--- src/hdl/spgs_pkg.sv ---
package spgs_pkg;

   // frame geometry, fixes the reset position of the running peak and gaze
   localparam int FrameWidth  = 320;
   localparam int FrameHeight = 240;

   localparam logic [9:0]         RUN_X_RST  = 10'(FrameWidth / 2);
   localparam logic [9:0]         RUN_Y_RST  = 10'(FrameHeight / 2);
   localparam logic signed [10:0] GAZE_X_RST = 11'(FrameWidth / 2);
   localparam logic signed [10:0] GAZE_Y_RST = 11'(FrameHeight / 2);
   localparam logic signed [10:0] HELD_XY_RST = -11'sd1;
   localparam logic signed [16:0] TRK_LEVEL_RST = -17'sd256;

   // held peak must exceed this (about 0.01 in 8.8) to give a saccade target
   localparam logic [15:0] LEVEL_MIN = 16'd2;

   // request modes
   localparam logic [1:0] MODE_PIXEL   = 2'd0;
   localparam logic [1:0] MODE_TRACKER = 2'd1;
   localparam logic [1:0] MODE_TICK    = 2'd2;

   // register indexes
   localparam logic [3:0] REG_THR_DIFF = 4'd0;
   localparam logic [3:0] REG_THR_DIST = 4'd1;
   localparam logic [3:0] REG_DELAY    = 4'd2;
   localparam logic [3:0] REG_LEFT     = 4'd3;
   localparam logic [3:0] REG_RIGHT    = 4'd4;
   localparam logic [3:0] REG_TOP      = 4'd5;
   localparam logic [3:0] REG_BOTTOM   = 4'd6;
   localparam logic [3:0] REG_INHIBIT  = 4'd7;

   // register reset values
   localparam logic [15:0] THR_DIFF_RST = 16'd5120;
   localparam logic [19:0] THR_DIST_SQ_RST = 20'd1600;
   localparam logic [15:0] DELAY_RST    = 16'd100;
   localparam logic [10:0] LEFT_RST     = 11'd0;
   localparam logic [10:0] RIGHT_RST    = 11'd320;
   localparam logic [10:0] TOP_RST      = 11'd0;
   localparam logic [10:0] BOTTOM_RST   = 11'd240;

   // tick queue geometry
   localparam int QDepth = 4;
   localparam int QPtrW  = $clog2(QDepth);
   localparam int QCntW  = QPtrW + 1;

   // source codes
   localparam logic SRC_PEAK    = 1'b0;
   localparam logic SRC_TRACKER = 1'b1;

   typedef struct packed {
      logic [15:0] thr_diff;
      logic [19:0] thr_dist_sq;
   } cfg_front_type;

   typedef struct packed {
      logic [15:0] delay;
      logic [10:0] limit_left;
      logic [10:0] limit_right;
      logic [10:0] limit_top;
      logic [10:0] limit_bottom;
      logic        inhibit;
   } cfg_back_type;

   // snapshot of the front state taken with each update tick
   typedef struct packed {
      logic [15:0]        held_value;
      logic signed [10:0] held_x;
      logic signed [10:0] held_y;
      logic signed [15:0] trk_x;
      logic signed [15:0] trk_y;
      logic signed [16:0] trk_level;
   } tick_type;

endpackage

--- src/hdl/saliency_peak_gaze_selector_core.sv ---
// Saliency peak gaze selector.
// Request channel (req_valid/req_ready): one request per cycle, chosen by
// req_mode: a saliency pixel, a tracker report or an update tick. Pixels and
// tracker reports are absorbed in the front part in the cycle they are taken
// and never give a result. Each update tick is queued with a snapshot of the
// held peak and tracker target, and the back part turns it into at most one
// result on the rsp_ channel (valid/ready).
// Throughput: one request per cycle, set by the front part (peak compare and
// squared-distance test unregistered) and one tick per cycle in the back part.
// Path: a tick taken on the request channel is written into the four-entry
// tick queue and, once the output register is free, moved into it; the result
// is driven from the output register.
// When rsp_ready is low the result stays in the output register, ticks collect
// in the queue, and req_ready drops only once the queue is full; pixels and
// tracker reports then wait too.
// Reset (synchronous, active high) sets state registers at once, not queue
// entries or result payload: no clearing pass is needed. Configuration (csr_)
// must be written while no request is in flight; the block does not check it.
module saliency_peak_gaze_selector_core (
   input  logic                clock,
   input  logic                reset,
   input  logic                csr_write_en,
   input  logic [3:0]          csr_index,
   input  logic [15:0]         csr_wdata,
   input  logic                req_valid,
   output logic                req_ready,
   input  logic [1:0]          req_mode,
   input  logic [9:0]          req_pixel_x,
   input  logic [9:0]          req_pixel_y,
   input  logic [15:0]         req_salience,
   input  logic                req_frame_last,
   input  logic signed [15:0]  req_tracker_pos_x,
   input  logic signed [15:0]  req_tracker_pos_y,
   input  logic signed [16:0]  req_tracker_level,
   output logic                rsp_valid,
   input  logic                rsp_ready,
   output logic                rsp_source,
   output logic signed [15:0]  rsp_target_x,
   output logic signed [15:0]  rsp_target_y,
   output logic signed [16:0]  rsp_target_level,
   output logic [15:0]         rsp_saccade_count
);

   logic [15:0] thr_diff_ff;
   logic [19:0] thr_dist_sq_ff;
   logic [19:0] thr_dist_sq_in;
   logic [15:0] delay_ff;
   logic [10:0] left_ff;
   logic [10:0] right_ff;
   logic [10:0] top_ff;
   logic [10:0] bottom_ff;
   logic        inhibit_ff;

   spgs_pkg::cfg_front_type cfg_front;
   spgs_pkg::cfg_back_type  cfg_back;
   spgs_pkg::tick_type      push_data;
   spgs_pkg::tick_type      head_data;
   logic                    q_push;
   logic                    q_pop;
   logic                    q_full;
   logic                    q_valid;

   // distance threshold kept squared, computed on the write
   assign thr_dist_sq_in = csr_wdata[9:0] * csr_wdata[9:0];

   // configuration registers
   always_ff @(posedge clock) begin
      if (reset) begin
         thr_diff_ff    <= spgs_pkg::THR_DIFF_RST;
         thr_dist_sq_ff <= spgs_pkg::THR_DIST_SQ_RST;
         delay_ff       <= spgs_pkg::DELAY_RST;
         left_ff        <= spgs_pkg::LEFT_RST;
         right_ff       <= spgs_pkg::RIGHT_RST;
         top_ff         <= spgs_pkg::TOP_RST;
         bottom_ff      <= spgs_pkg::BOTTOM_RST;
         inhibit_ff     <= 1'b0;
      end else if (csr_write_en) begin
         case (csr_index)
            spgs_pkg::REG_THR_DIFF: thr_diff_ff    <= csr_wdata;
            spgs_pkg::REG_THR_DIST: thr_dist_sq_ff <= thr_dist_sq_in;
            spgs_pkg::REG_DELAY:    delay_ff       <= csr_wdata;
            spgs_pkg::REG_LEFT:     left_ff        <= csr_wdata[10:0];
            spgs_pkg::REG_RIGHT:    right_ff       <= csr_wdata[10:0];
            spgs_pkg::REG_TOP:      top_ff         <= csr_wdata[10:0];
            spgs_pkg::REG_BOTTOM:   bottom_ff      <= csr_wdata[10:0];
            spgs_pkg::REG_INHIBIT:  inhibit_ff     <= csr_wdata[0];
            default: begin
            end
         endcase
      end
   end

   assign cfg_front.thr_diff     = thr_diff_ff;
   assign cfg_front.thr_dist_sq  = thr_dist_sq_ff;
   assign cfg_back.delay         = delay_ff;
   assign cfg_back.limit_left    = left_ff;
   assign cfg_back.limit_right   = right_ff;
   assign cfg_back.limit_top     = top_ff;
   assign cfg_back.limit_bottom  = bottom_ff;
   assign cfg_back.inhibit       = inhibit_ff;

   // front: peak tracking, tracker store, tick dispatch
   spgs_front u_front (
      .clock             (clock),
      .reset             (reset),
      .req_valid         (req_valid),
      .req_ready         (req_ready),
      .req_mode          (req_mode),
      .req_pixel_x       (req_pixel_x),
      .req_pixel_y       (req_pixel_y),
      .req_salience      (req_salience),
      .req_frame_last    (req_frame_last),
      .req_tracker_pos_x (req_tracker_pos_x),
      .req_tracker_pos_y (req_tracker_pos_y),
      .req_tracker_level (req_tracker_level),
      .cfg               (cfg_front),
      .q_full            (q_full),
      .q_push            (q_push),
      .q_data            (push_data)
   );

   // tick queue
   spgs_queue u_queue (
      .clock     (clock),
      .reset     (reset),
      .push      (q_push),
      .push_data (push_data),
      .pop       (q_pop),
      .full      (q_full),
      .valid     (q_valid),
      .head      (head_data)
   );

   // back: gaze selection and result register
   spgs_back u_back (
      .clock             (clock),
      .reset             (reset),
      .q_valid           (q_valid),
      .q_data            (head_data),
      .q_pop             (q_pop),
      .cfg               (cfg_back),
      .rsp_valid         (rsp_valid),
      .rsp_ready         (rsp_ready),
      .rsp_source        (rsp_source),
      .rsp_target_x      (rsp_target_x),
      .rsp_target_y      (rsp_target_y),
      .rsp_target_level  (rsp_target_level),
      .rsp_saccade_count (rsp_saccade_count)
   );

   // no result straight out of reset
   a_reset_quiet: assert property (@(posedge clock) $past(reset) |-> !rsp_valid)
      else $error("result valid right after reset");

   // a tick is only queued when there is room
   a_no_overflow: assert property (@(posedge clock) disable iff (reset)
      q_push |-> !q_full)
      else $error("tick queue overflow");

   // a stalled result blocks the back part
   a_stall_holds_queue: assert property (@(posedge clock) disable iff (reset)
      (rsp_valid && !rsp_ready) |-> !q_pop)
      else $error("tick taken while result stalled");

   // saccade targets only come from a live peak
   a_peak_level: assert property (@(posedge clock) disable iff (reset)
      (rsp_valid && (rsp_source == spgs_pkg::SRC_PEAK))
      |-> (rsp_target_level > $signed({1'b0, spgs_pkg::LEVEL_MIN})))
      else $error("saccade target below minimum level");

endmodule

--- src/hdl/spgs_front.sv ---
module spgs_front (
   input  logic                        clock,
   input  logic                        reset,
   input  logic                        req_valid,
   output logic                        req_ready,
   input  logic [1:0]                  req_mode,
   input  logic [9:0]                  req_pixel_x,
   input  logic [9:0]                  req_pixel_y,
   input  logic [15:0]                 req_salience,
   input  logic                        req_frame_last,
   input  logic signed [15:0]          req_tracker_pos_x,
   input  logic signed [15:0]          req_tracker_pos_y,
   input  logic signed [16:0]          req_tracker_level,
   input  spgs_pkg::cfg_front_type     cfg,
   input  logic                        q_full,
   output logic                        q_push,
   output spgs_pkg::tick_type          q_data
);

   logic [15:0]        run_value_ff, run_value_in;
   logic [9:0]         run_x_ff, run_x_in;
   logic [9:0]         run_y_ff, run_y_in;
   logic [15:0]        held_value_ff, held_value_in;
   logic signed [10:0] held_x_ff, held_x_in;
   logic signed [10:0] held_y_ff, held_y_in;
   logic signed [15:0] trk_x_ff, trk_x_in;
   logic signed [15:0] trk_y_ff, trk_y_in;
   logic signed [16:0] trk_level_ff, trk_level_in;

   logic               accept;
   logic               cand_take;
   logic [15:0]        cand_value;
   logic [9:0]         cand_x;
   logic [9:0]         cand_y;
   logic [15:0]        dv_abs;
   logic signed [11:0] dx;
   logic signed [11:0] dy;
   logic signed [23:0] dx_prod;
   logic signed [23:0] dy_prod;
   logic [21:0]        dist_sq;
   logic               replace;

   assign req_ready = !q_full;
   assign accept    = req_valid && req_ready;

   // running peak including the current pixel
   assign cand_take  = req_salience > run_value_ff;
   assign cand_value = cand_take ? req_salience : run_value_ff;
   assign cand_x     = cand_take ? req_pixel_x : run_x_ff;
   assign cand_y     = cand_take ? req_pixel_y : run_y_ff;

   // distance and value change against the held peak
   assign dv_abs  = (held_value_ff >= cand_value) ? (held_value_ff - cand_value)
                                                   : (cand_value - held_value_ff);
   assign dx      = $signed({2'b00, cand_x}) - {held_x_ff[10], held_x_ff};
   assign dy      = $signed({2'b00, cand_y}) - {held_y_ff[10], held_y_ff};
   assign dx_prod = dx * dx;
   assign dy_prod = dy * dy;
   assign dist_sq = {1'b0, dx_prod[20:0]} + {1'b0, dy_prod[20:0]};
   assign replace = (dv_abs >= cfg.thr_diff) && (dist_sq >= {2'b00, cfg.thr_dist_sq});

   // next state
   always_comb begin
      run_value_in  = run_value_ff;
      run_x_in      = run_x_ff;
      run_y_in      = run_y_ff;
      held_value_in = held_value_ff;
      held_x_in     = held_x_ff;
      held_y_in     = held_y_ff;
      trk_x_in      = trk_x_ff;
      trk_y_in      = trk_y_ff;
      trk_level_in  = trk_level_ff;
      if (accept) begin
         case (req_mode)
            spgs_pkg::MODE_PIXEL: begin
               if (req_frame_last) begin
                  run_value_in = '0;
                  run_x_in     = spgs_pkg::RUN_X_RST;
                  run_y_in     = spgs_pkg::RUN_Y_RST;
                  if (replace) begin
                     held_value_in = cand_value;
                     held_x_in     = $signed({1'b0, cand_x});
                     held_y_in     = $signed({1'b0, cand_y});
                  end
               end else begin
                  run_value_in = cand_value;
                  run_x_in     = cand_x;
                  run_y_in     = cand_y;
               end
            end
            spgs_pkg::MODE_TRACKER: begin
               trk_x_in     = req_tracker_pos_x;
               trk_y_in     = req_tracker_pos_y;
               trk_level_in = req_tracker_level;
            end
            default: begin
            end
         endcase
      end
   end

   always_ff @(posedge clock) begin
      if (reset) begin
         run_value_ff  <= '0;
         run_x_ff      <= spgs_pkg::RUN_X_RST;
         run_y_ff      <= spgs_pkg::RUN_Y_RST;
         held_value_ff <= '0;
         held_x_ff     <= spgs_pkg::HELD_XY_RST;
         held_y_ff     <= spgs_pkg::HELD_XY_RST;
         trk_x_ff      <= '0;
         trk_y_ff      <= '0;
         trk_level_ff  <= spgs_pkg::TRK_LEVEL_RST;
      end else begin
         run_value_ff  <= run_value_in;
         run_x_ff      <= run_x_in;
         run_y_ff      <= run_y_in;
         held_value_ff <= held_value_in;
         held_x_ff     <= held_x_in;
         held_y_ff     <= held_y_in;
         trk_x_ff      <= trk_x_in;
         trk_y_ff      <= trk_y_in;
         trk_level_ff  <= trk_level_in;
      end
   end

   // ticks go to the back part with the state they must see
   assign q_push           = accept && (req_mode == spgs_pkg::MODE_TICK);
   assign q_data.held_value = held_value_ff;
   assign q_data.held_x     = held_x_ff;
   assign q_data.held_y     = held_y_ff;
   assign q_data.trk_x      = trk_x_ff;
   assign q_data.trk_y      = trk_y_ff;
   assign q_data.trk_level  = trk_level_ff;

endmodule

--- src/hdl/spgs_queue.sv ---
module spgs_queue (
   input  logic                clock,
   input  logic                reset,
   input  logic                push,
   input  spgs_pkg::tick_type  push_data,
   input  logic                pop,
   output logic                full,
   output logic                valid,
   output spgs_pkg::tick_type  head
);

   spgs_pkg::tick_type               entries_ff [spgs_pkg::QDepth];
   logic [spgs_pkg::QPtrW-1:0]       wr_ptr_ff, wr_ptr_in;
   logic [spgs_pkg::QPtrW-1:0]       rd_ptr_ff, rd_ptr_in;
   logic [spgs_pkg::QCntW-1:0]       count_ff, count_in;

   assign full  = (count_ff == spgs_pkg::QCntW'(spgs_pkg::QDepth));
   assign valid = (count_ff != '0);
   assign head  = entries_ff[rd_ptr_ff];

   // pointer and fill count
   always_comb begin
      wr_ptr_in = wr_ptr_ff;
      rd_ptr_in = rd_ptr_ff;
      count_in  = count_ff;
      if (push) begin
         wr_ptr_in = wr_ptr_ff + 1'b1;
      end
      if (pop) begin
         rd_ptr_in = rd_ptr_ff + 1'b1;
      end
      if (push && !pop) begin
         count_in = count_ff + 1'b1;
      end else if (pop && !push) begin
         count_in = count_ff - 1'b1;
      end
   end

   always_ff @(posedge clock) begin
      if (reset) begin
         wr_ptr_ff <= '0;
         rd_ptr_ff <= '0;
         count_ff  <= '0;
      end else begin
         wr_ptr_ff <= wr_ptr_in;
         rd_ptr_ff <= rd_ptr_in;
         count_ff  <= count_in;
      end
   end

   // entry storage
   always_ff @(posedge clock) begin
      if (push) begin
         entries_ff[wr_ptr_ff] <= push_data;
      end
   end

endmodule

--- src/hdl/spgs_back.sv ---
module spgs_back (
   input  logic                     clock,
   input  logic                     reset,
   input  logic                     q_valid,
   input  spgs_pkg::tick_type       q_data,
   output logic                     q_pop,
   input  spgs_pkg::cfg_back_type   cfg,
   output logic                     rsp_valid,
   input  logic                     rsp_ready,
   output logic                     rsp_source,
   output logic signed [15:0]       rsp_target_x,
   output logic signed [15:0]       rsp_target_y,
   output logic signed [16:0]       rsp_target_level,
   output logic [15:0]              rsp_saccade_count
);

   logic signed [10:0] gaze_x_ff, gaze_x_in;
   logic signed [10:0] gaze_y_ff, gaze_y_in;
   logic [15:0]        elapsed_ff, elapsed_in;
   logic [15:0]        count_ff, count_in;
   logic               out_valid_ff, out_valid_in;
   logic               out_source_ff, out_source_in;
   logic signed [15:0] out_x_ff, out_x_in;
   logic signed [15:0] out_y_ff, out_y_in;
   logic signed [16:0] out_level_ff, out_level_in;
   logic [15:0]        out_count_ff, out_count_in;

   logic               slot_free;
   logic [15:0]        elapsed_inc;
   logic               peak_path;
   logic               peak_live;
   logic signed [11:0] hx;
   logic signed [11:0] hy;
   logic               in_limits;
   logic               jump;
   logic               moved;
   logic [15:0]        count_next;

   // the output register takes a new result when empty or being drained
   assign slot_free = !out_valid_ff || rsp_ready;
   assign q_pop     = q_valid && slot_free;

   // decision for the tick at the head of the queue
   assign elapsed_inc = (elapsed_ff == 16'hFFFF) ? elapsed_ff : (elapsed_ff + 16'd1);
   assign peak_path   = $signed({q_data.trk_level[16], q_data.trk_level})
                        < $signed({2'b00, q_data.held_value});
   assign peak_live   = q_data.held_value > spgs_pkg::LEVEL_MIN;
   assign hx          = {q_data.held_x[10], q_data.held_x};
   assign hy          = {q_data.held_y[10], q_data.held_y};
   assign in_limits   = (hx < $signed({1'b0, cfg.limit_right}))
                        && (hx > $signed({1'b0, cfg.limit_left}))
                        && (hy > $signed({1'b0, cfg.limit_top}))
                        && (hy < $signed({1'b0, cfg.limit_bottom}));
   assign jump        = (elapsed_inc > cfg.delay) && in_limits;
   assign moved       = jump && ((q_data.held_x != gaze_x_ff) || (q_data.held_y != gaze_y_ff));
   assign count_next  = count_ff + {15'd0, moved};

   // next state and result
   always_comb begin
      gaze_x_in     = gaze_x_ff;
      gaze_y_in     = gaze_y_ff;
      elapsed_in    = elapsed_ff;
      count_in      = count_ff;
      out_valid_in  = out_valid_ff && !rsp_ready;
      out_source_in = out_source_ff;
      out_x_in      = out_x_ff;
      out_y_in      = out_y_ff;
      out_level_in  = out_level_ff;
      out_count_in  = out_count_ff;
      if (q_pop) begin
         elapsed_in = elapsed_inc;
         if (peak_path) begin
            if (peak_live) begin
               if (jump) begin
                  gaze_x_in  = q_data.held_x;
                  gaze_y_in  = q_data.held_y;
                  elapsed_in = '0;
               end
               count_in = count_next;
               if (!cfg.inhibit) begin
                  out_valid_in  = 1'b1;
                  out_source_in = spgs_pkg::SRC_PEAK;
                  out_x_in      = jump ? 16'(q_data.held_x) : 16'(gaze_x_ff);
                  out_y_in      = jump ? 16'(q_data.held_y) : 16'(gaze_y_ff);
                  out_level_in  = $signed({1'b0, q_data.held_value});
                  out_count_in  = count_next;
               end
            end
         end else begin
            out_valid_in  = 1'b1;
            out_source_in = spgs_pkg::SRC_TRACKER;
            out_x_in      = q_data.trk_x;
            out_y_in      = q_data.trk_y;
            out_level_in  = q_data.trk_level;
            out_count_in  = count_ff;
         end
      end
   end

   always_ff @(posedge clock) begin
      if (reset) begin
         gaze_x_ff    <= spgs_pkg::GAZE_X_RST;
         gaze_y_ff    <= spgs_pkg::GAZE_Y_RST;
         elapsed_ff   <= '0;
         count_ff     <= '0;
         out_valid_ff <= 1'b0;
      end else begin
         gaze_x_ff    <= gaze_x_in;
         gaze_y_ff    <= gaze_y_in;
         elapsed_ff   <= elapsed_in;
         count_ff     <= count_in;
         out_valid_ff <= out_valid_in;
      end
   end

   // result payload
   always_ff @(posedge clock) begin
      out_source_ff <= out_source_in;
      out_x_ff      <= out_x_in;
      out_y_ff      <= out_y_in;
      out_level_ff  <= out_level_in;
      out_count_ff  <= out_count_in;
   end

   assign rsp_valid         = out_valid_ff;
   assign rsp_source        = out_source_ff;
   assign rsp_target_x      = out_x_ff;
   assign rsp_target_y      = out_y_ff;
   assign rsp_target_level  = out_level_ff;
   assign rsp_saccade_count = out_count_ff;

endmodule

--- config.mk ---
export PLATFORM = sky130hd
export DESIGN_NAME = saliency_peak_gaze_selector_core
export DESIGN_NICKNAME = d
export VERILOG_FILES = /design/src/hdl/spgs_pkg.sv /design/src/hdl/saliency_peak_gaze_selector_core.sv /design/src/hdl/spgs_front.sv /design/src/hdl/spgs_queue.sv /design/src/hdl/spgs_back.sv
export SDC_FILE = /design/constraint.sdc
export NUM_CORES = 2
export LEC_CHECK = 0
export ABC_CLOCK_PERIOD_IN_PS = 20400
export BUFFER_PORTS_ARGS = -buffer_cell sky130_fd_sc_hd__buf_2
export CAP_MARGIN = 20
export CELL_PAD_IN_SITES_DETAIL_PLACEMENT = 0
export CELL_PAD_IN_SITES_GLOBAL_PLACEMENT = 1
export CORE_UTILIZATION = 30
export CTS_CLUSTER_SIZE = 28
export DETAILED_ROUTE_END_ITERATION = 6
export MAX_ROUTING_LAYER = met4
export PLACE_DENSITY_LB_ADDON = 0.12
export RECOVER_POWER = 50
export SLEW_MARGIN = 10
export SYNTH_ARGS = -nofsm -noshare
export SYNTH_HDL_FRONTEND = slang
export SYNTH_SLANG_ARGS = --single-unit
--- constraint.sdc ---
create_clock -name clock -period 20.4 [get_ports clock]
set_clock_uncertainty 0.1 [all_clocks]
set_input_delay 1.02 -clock clock [delete_from_list [all_inputs] [get_ports clock]]
set_output_delay 1.02 -clock clock [all_outputs]
set_load 0.05 [all_outputs]
==> Yosys cells after proc, flatten, opt, wreduce, memory -nomap -nowiden <==
Memories as Yosys holds them, arrays and structs flattened. A register that Yosys moved wholly into a read port is not among the register bits.
Index checks and enable logic that the tools add are counted.
{ "word_totals": {"regBits": 348, "ramBits": 348, "input_bits": 113, "memories": 1, "wordCells": 145} }
{ "op_classes": {"mux": 37, "n_lt_le_gt_ge": 11, "n_eq_ne": 15, "reduce_logical": 37, "addsub": 11, "multipliers": 3} }
{ "memory_table": {"columns": ["memory", "depth", "word_bits", "rd", "rd_clocked_by_memory_dff", "wr", "line_no", "rtl"], "rows": [
  ["u_queue.entries_ff", 4, 87, 1, 1, 1, "spgs_queue.sv:12", "spgs_pkg::tick_type entries_ff [spgs_pkg::QDepth];"]
]} }
{ "op_table": {"columns": ["cell", "n"], "rows": [
  ["16-bit two-way mux", 18],
  ["17-bit two-way mux", 3],
  ["12-bit by 12-bit multiplier with 21-bit output", 2],
  ["10-bit two-way mux", 4],
  ["16-bit greater-or-equal comparator", 2],
  ["16-bit greater-than comparator", 2],
  ["16-bit subtractor", 2],
  ["11-bit by 12-bit greater-than comparator with 1-bit output", 2],
  ["11-bit by 12-bit less-than comparator with 1-bit output", 2],
  ["11-bit by 11-bit subtractor with 12-bit output", 2],
  ["21-bit by 21-bit adder with 22-bit output", 1],
  ["22-bit by 20-bit greater-or-equal comparator with 1-bit output", 1],
  ["11-bit inequality test", 2],
  ["10-bit by 10-bit multiplier with 20-bit output", 1],
  ["2-bit AND reduction", 10],
  ["17-bit less-than comparator", 1],
  ["16-bit by 1-bit adder with 16-bit output", 1],
  ["16-bit by 1-bit adder with 16-bit output, second input constant", 1],
  ["16-bit equality test, second input constant", 1],
  ["4-bit by 3-bit equality test with 1-bit output, second input constant", 4],
  ["16-bit by 2-bit greater-than comparator with 1-bit output, second input constant", 1],
  ["1-bit logical AND", 12],
  ["4-bit by 2-bit equality test with 1-bit output, second input constant", 2],
  ["1-bit two-way mux", 8],
  ["18 further kinds", 29]
]} }

==> Logic depth before layout (Yosys ltp) <==
{ "logic_depth": {"depth_word": 10, "depth_mapped": 57} }

==> Cells and area by module <==
A second synthesis with hierarchy kept.
{ "unflattened": {"hier_cells": 4431, "hier_area_um2": 45723.9} }
{ "by_module_without_submodules": {"columns": ["mod", "seq_area_each_um2", "n_inst", "area_each_um2", "cells_each"], "rows": [
  ["spgs_front", 2442.3, 1, 18904.4, 2367],
  ["spgs_queue", 10630.2, 1, 12985.0, 499],
  ["spgs_back", 3083.0, 1, 7582.3, 825],
  ["saliency_peak_gaze_selector_core", 1921.8, 1, 6252.2, 740]
]} }

==> Least setup slack after synthesis <==
No wires, ideal clock.
{ "synth_path": {"kind": "input to register", "start": "in req_salience[1]", "end": "reg u_front.held_value_ff[10]", "t_arrival_ns": 11.694, "stages": 50, "t_required_ns": 20.209, "setup_time_ns": 0.091, "setup_slack_ns": 8.515, "path_cell_list": "ha_1 -> nor2b_1 -> o21a_1 -> o21a_1 -> o21a_1 -> o31ai_1 -> clkbuf_1 -> buf_1 -> mux2_2 -> ha_1 -> or2_2 -> o31a_1 -> nand2_1 -> o21ai_0 -> nor3_1 -> inv_1 -> clkbuf_1 -> nor2_1 -> [14 not listed] -> o21a_1 -> nor2_1 -> ha_1 -> a21oi_1 -> nor2_1 -> nor2_1 -> o21a_1 -> a31oi_1 -> a21oi_1 -> xnor2_1 -> ha_1 -> o21ai_0 -> nor4_1 -> o21ai_0 -> nand4_1 -> clkbuf_1 -> a21oi_1 -> a311oi_1"} }
{ "synth_between": {"elab_chain_len": 8} }
{ "synth_lines": {"columns": ["item", "line_no", "rtl"], "rows": [
  ["from (decl)", "saliency_peak_gaze_selector_core.sv:30", "input logic [15:0] req_salience,"],
  ["16-bit greater-than comparator", "spgs_front.sv:47", "assign cand_take = req_salience > run_value_ff;"],
  ["10-bit two-way mux", "spgs_front.sv:50", "assign cand_y = cand_take ? req_pixel_y : run_y_ff;"],
  ["via u_front.cand_y[6]", "spgs_front.sv:34", "logic [9:0] cand_y;"],
  ["11-bit by 11-bit subtractor with 12-bit output", "spgs_front.sv:56", "assign dy = $signed({2'b00, cand_y}) - {held_y_ff[10], held_y_ff};"],
  ["12-bit by 12-bit multiplier with 21-bit output", "spgs_front.sv:58", "assign dy_prod = dy * dy;"],
  ["21-bit by 21-bit adder with 22-bit output", "spgs_front.sv:59", "assign dist_sq = {1'b0, dx_prod[20:0]} + {1'b0, dy_prod[20:0]};"],
  ["22-bit by 20-bit greater-or-equal comparator with 1-bit output", "spgs_front.sv:60", "assign replace = (dv_abs >= cfg.thr_diff) && (dist_sq >= {2'b00, cfg.thr_dist_sq});"],
  ["1-bit logical AND", "spgs_front.sv:60", null],
  ["4-bit AND reduction (no source line)", null, null],
  ["to (signal assigned)", "spgs_front.sv:117", "held_value_ff <= held_value_in;"],
  ["to (decl)", "spgs_front.sv:23", "logic [15:0] held_value_ff, held_value_in;"]
]} }
The timed path passes the listed nets, and every way through them passes these cells.
A chain may end at the register's enable or synchronous reset.

==> Final worst setup path <==
{ "layout_path": {"start": "in req_salience[1]", "end": "reg u_front.held_y_ff[10]"} }
{ "layout_between": {"elab_chain_len": 8} }
{ "layout_lines": {"columns": ["item", "line_no", "rtl"], "rows": [
  ["16-bit greater-than comparator", "spgs_front.sv:47", null],
  ["10-bit two-way mux", "spgs_front.sv:49", "assign cand_x = cand_take ? req_pixel_x : run_x_ff;"],
  ["via u_front.cand_x[1]", "spgs_front.sv:33", "logic [9:0] cand_x;"],
  ["11-bit by 11-bit subtractor with 12-bit output", "spgs_front.sv:55", "assign dx = $signed({2'b00, cand_x}) - {held_x_ff[10], held_x_ff};"],
  ["12-bit by 12-bit multiplier with 21-bit output", "spgs_front.sv:57", "assign dx_prod = dx * dx;"],
  ["21-bit by 21-bit adder with 22-bit output", "spgs_front.sv:59", null],
  ["22-bit by 20-bit greater-or-equal comparator with 1-bit output", "spgs_front.sv:60", null],
  ["1-bit logical AND", "spgs_front.sv:60", null],
  ["4-bit AND reduction (no source line)", null, null],
  ["to (signal assigned)", "spgs_front.sv:109", "held_y_ff <= spgs_pkg::HELD_XY_RST;"],
  ["to (signal assigned)", "spgs_front.sv:119", "held_y_ff <= held_y_in;"],
  ["to (decl)", "spgs_front.sv:25", "logic signed [10:0] held_y_ff, held_y_in;"]
]} }
The timed path passes the listed nets, and every way through them passes these cells.

==> impl_metrics.toml <==
[timing]
post-route-period-util = 0.6579
period_needed_ns = 13.42
fin_setup_tns_ns = 0
slew_headroom = -2.131
rsz0062_at_grt = "no"
finalHoldViolCount = 0
max_clock_freq_ghz = 0.07451
tightest_slew_ns = 4.696
finalMaxSlewViolations = 364
finalSetupViolations = 0

[job]
drv_cap = 7

[synthesis]
syn-cell-area_mm2 = 0.04378
synthArstFlopShare = 0
ys.flop_type = "edfxtp_1"
synth_area_leader_cell = "edfxtp_1"
synth-seq-cells = 691
syn_avg_cell_area_um2 = 10.56
yosys-top-cells-count = "628 x inv_1, 445 x nand2_1, 410 x edfxtp_1, 343 x ha_1, 337 x nor2_1"
yosysSeqAreaShare = 0.4097
synth_area_leaders = "edfxtp_1 28%, dfxtp_1 13%, fa_1 12%"
synth-edff-count = 410
synth_top_area_share = 0.2812
synth_most_common_cell = "inv_1"
postSynthCellCount = 4145
synth_nets = 4867
yosys_warnings = 0
synth_cell_types = 76

[clock_network]
post_cts_resized = 0
clkLatencyLatePin_ns = 0.66
clock_path_buffers = 3
ctsRootBufferMaster = "clkbuf_16"
cts_sinks = 691
cts_tree = "yes"
cts.clk_slew.worst_paths_ns = 0.05
cts_max_level = 3
cts-buffers-inserted = 80
cts_setup_buffers = 0
cts-hold-fix-buffers = 0

[layout]
drive_above_1_share = 0.09293
final_nets = 5025
area_delta_synth_final_pct = 12.89

[floorplanning]
die_y_um = 384.0
rows = 139
start_util = 0.3037
die-area_mm2 = 0.1475
die_w_um = 384.0
ios = 181
core_area_mm2 = 0.1442

[routing]
detail_route.iter0.violations = 1413
drc = 0
totalWireLength_um = 121200
wl_per_cell_um = 19.30
vias = 29380
antenna_left = 0
first_pass_iters = 5
vias_per_cell = 4.681

[worst_setup_path]
cpPeakStageDelay_ns = 0.79
critPathCaptureType = "flip-flop"
worstSetupPathType = "input pin to flip-flop"
arrival_ns = 13.85
crit_slowest_cell = "nor3_1"
crit_fanout = 33
setup.worst_path.start_class = "input pin"
required_ns = 20.83

[placed_design]
dp_hpwl_um = 88830
place_congestion = 0.7873
portBuffers = 180

[global_route]
grt_max_degree = 84
antenna_found_initial = 8
grt_pass1_vias = 30490
track_usage = 0.1704
overflow = 0
grt_pass1_wl_um = 186300

[run_status]
status = "finished with violations"
violations = "capacitance limit, slew limit"

[worst_hold_path]
hp-class = "flip-flop to flip-flop"
==> per-stage QoR <==
| stage | cell area (um^2) | worst slack, ns | hold slack [ns] | std cells | util |
|---|---|---|---|---|---|
| finish | 49430 | 6.979 | 0.3520 | 6276 | 0.3428 |
| global route | 49430 | 5.905 | 0.3671 | 6275 | 0.3428 |
| CTS | 49540 | 7.020 | 0.3551 | 6272 | 0.3436 |
| detailed placement | 46910 | 6.405 | 0.3470 | 6124 | 0.3253 |
| global placement | 46900 | 6.386 | 0.3406 | 6123 | 0.3253 |
| floorplan | 43780 | 8.515 | 0.3319 | 4145 | - |
==> kinds of logic (layout without fill, tap and decap cells) <==
group | Yosys count | count (layout) | share of synthesized area
buffers and inverters | 784 | 1008 | 0.06816
AND/OR/NAND/NOR | 1078 | 1078 | 0.1084
multiplexers | 210 | 210 | 0.07336
adder cells (fa/ha/maj) | 609 | 609 | 0.2196
other | 1 | 5 | 0.00008565
XOR/XNOR | 194 | 194 | 0.03881
flip-flops | 691 | 691 | 0.4097
AO/OA/AOI/OAI | 578 | 578 | 0.08185
==> worst paths after layout <==
path	endpoint	startpoint	slack, ns	cells after the start
max	u_front.held_y_ff[10]	req_salience[1]	6.98	49
min	delay_ff[3]	delay_ff[3]	0.35	2
max reg2reg	u_front.held_y_ff[10]	u_front.run_value_ff[1]	7.03	49
min reg2reg	delay_ff[3]	delay_ff[3]	0.35	2
==> layout make-up <==
type | count | area (um^2)
Fill cell | 14710 | 94750
Multi-Input combinational cell | 2670 | 22940
Sequential cell | 691 | 17940
Inverter | 638 | 2395
Tap cell | 1903 | 2381
Clock buffer | 116 | 2227
Timing Repair Buffer | 222 | 1127
Clock inverter | 32 | 405.4
Antenna cell | 4 | 10.01
==> placed cells by master (no fill, tap or decap), drive strengths merged, types with 149 or more instances in the layout <==
| master | n |
|---|---|
| inv | 633 |
| nor2 | 337 |
| dfxtp | 281 |
| nand2 | 445 |
| buf | 149 |
| edfxtp | 410 |
| fa | 266 |
| ha | 343 |
| a21oi | 239 |
| clkbuf | 189 |
==> layer usage <==
metal | track usage | wire, um | vias up
met2 | 0.2723 | 56570 | 436
li1 | - | - | 14280
met1 | 0.2258 | 57370 | 14510
met3 | 0.02267 | 3981 | 155
met4 | 0.04700 | 3236 | 0
met5 | - | 0 | -
==> worst max-delay path: cells and delay by family <==
kind                       cells  cell delay, ns
adders and majority gates     10            3.82
AOI/OAI and AO/OA             16            3.30
and+or+nand+nor               11            2.77
buffers and inverters          9            2.11
muxes                          1            0.45
xor gates and xnor gates       2            0.30
==> sequential cells by signal, indices dropped and copies added (netlist names), 11 cells and up, named ones only <==
signal and count:
u_back.rsp_saccade_count 16, u_queue.entries_ff 344, u_front.held_y_ff 11, top_ff 11
u_front.trk_x_ff 16, u_back.rsp_target_y 16, thr_diff_ff 16, u_front.trk_level_ff 17
u_back.elapsed_ff 16, u_front.trk_y_ff 16, u_back.rsp_target_level 17, delay_ff 16
u_front.run_value_ff 16, u_front.held_value_ff 16, u_back.count_ff 16, u_back.gaze_y_ff 11
left_ff 11, u_back.rsp_target_x 16, right_ff 11, bottom_ff 11
thr_dist_sq_ff 19
Power is left out: the tool's default activity adds up to more than one toggle a clock period on the data nets, which glitch-free logic cannot reach.
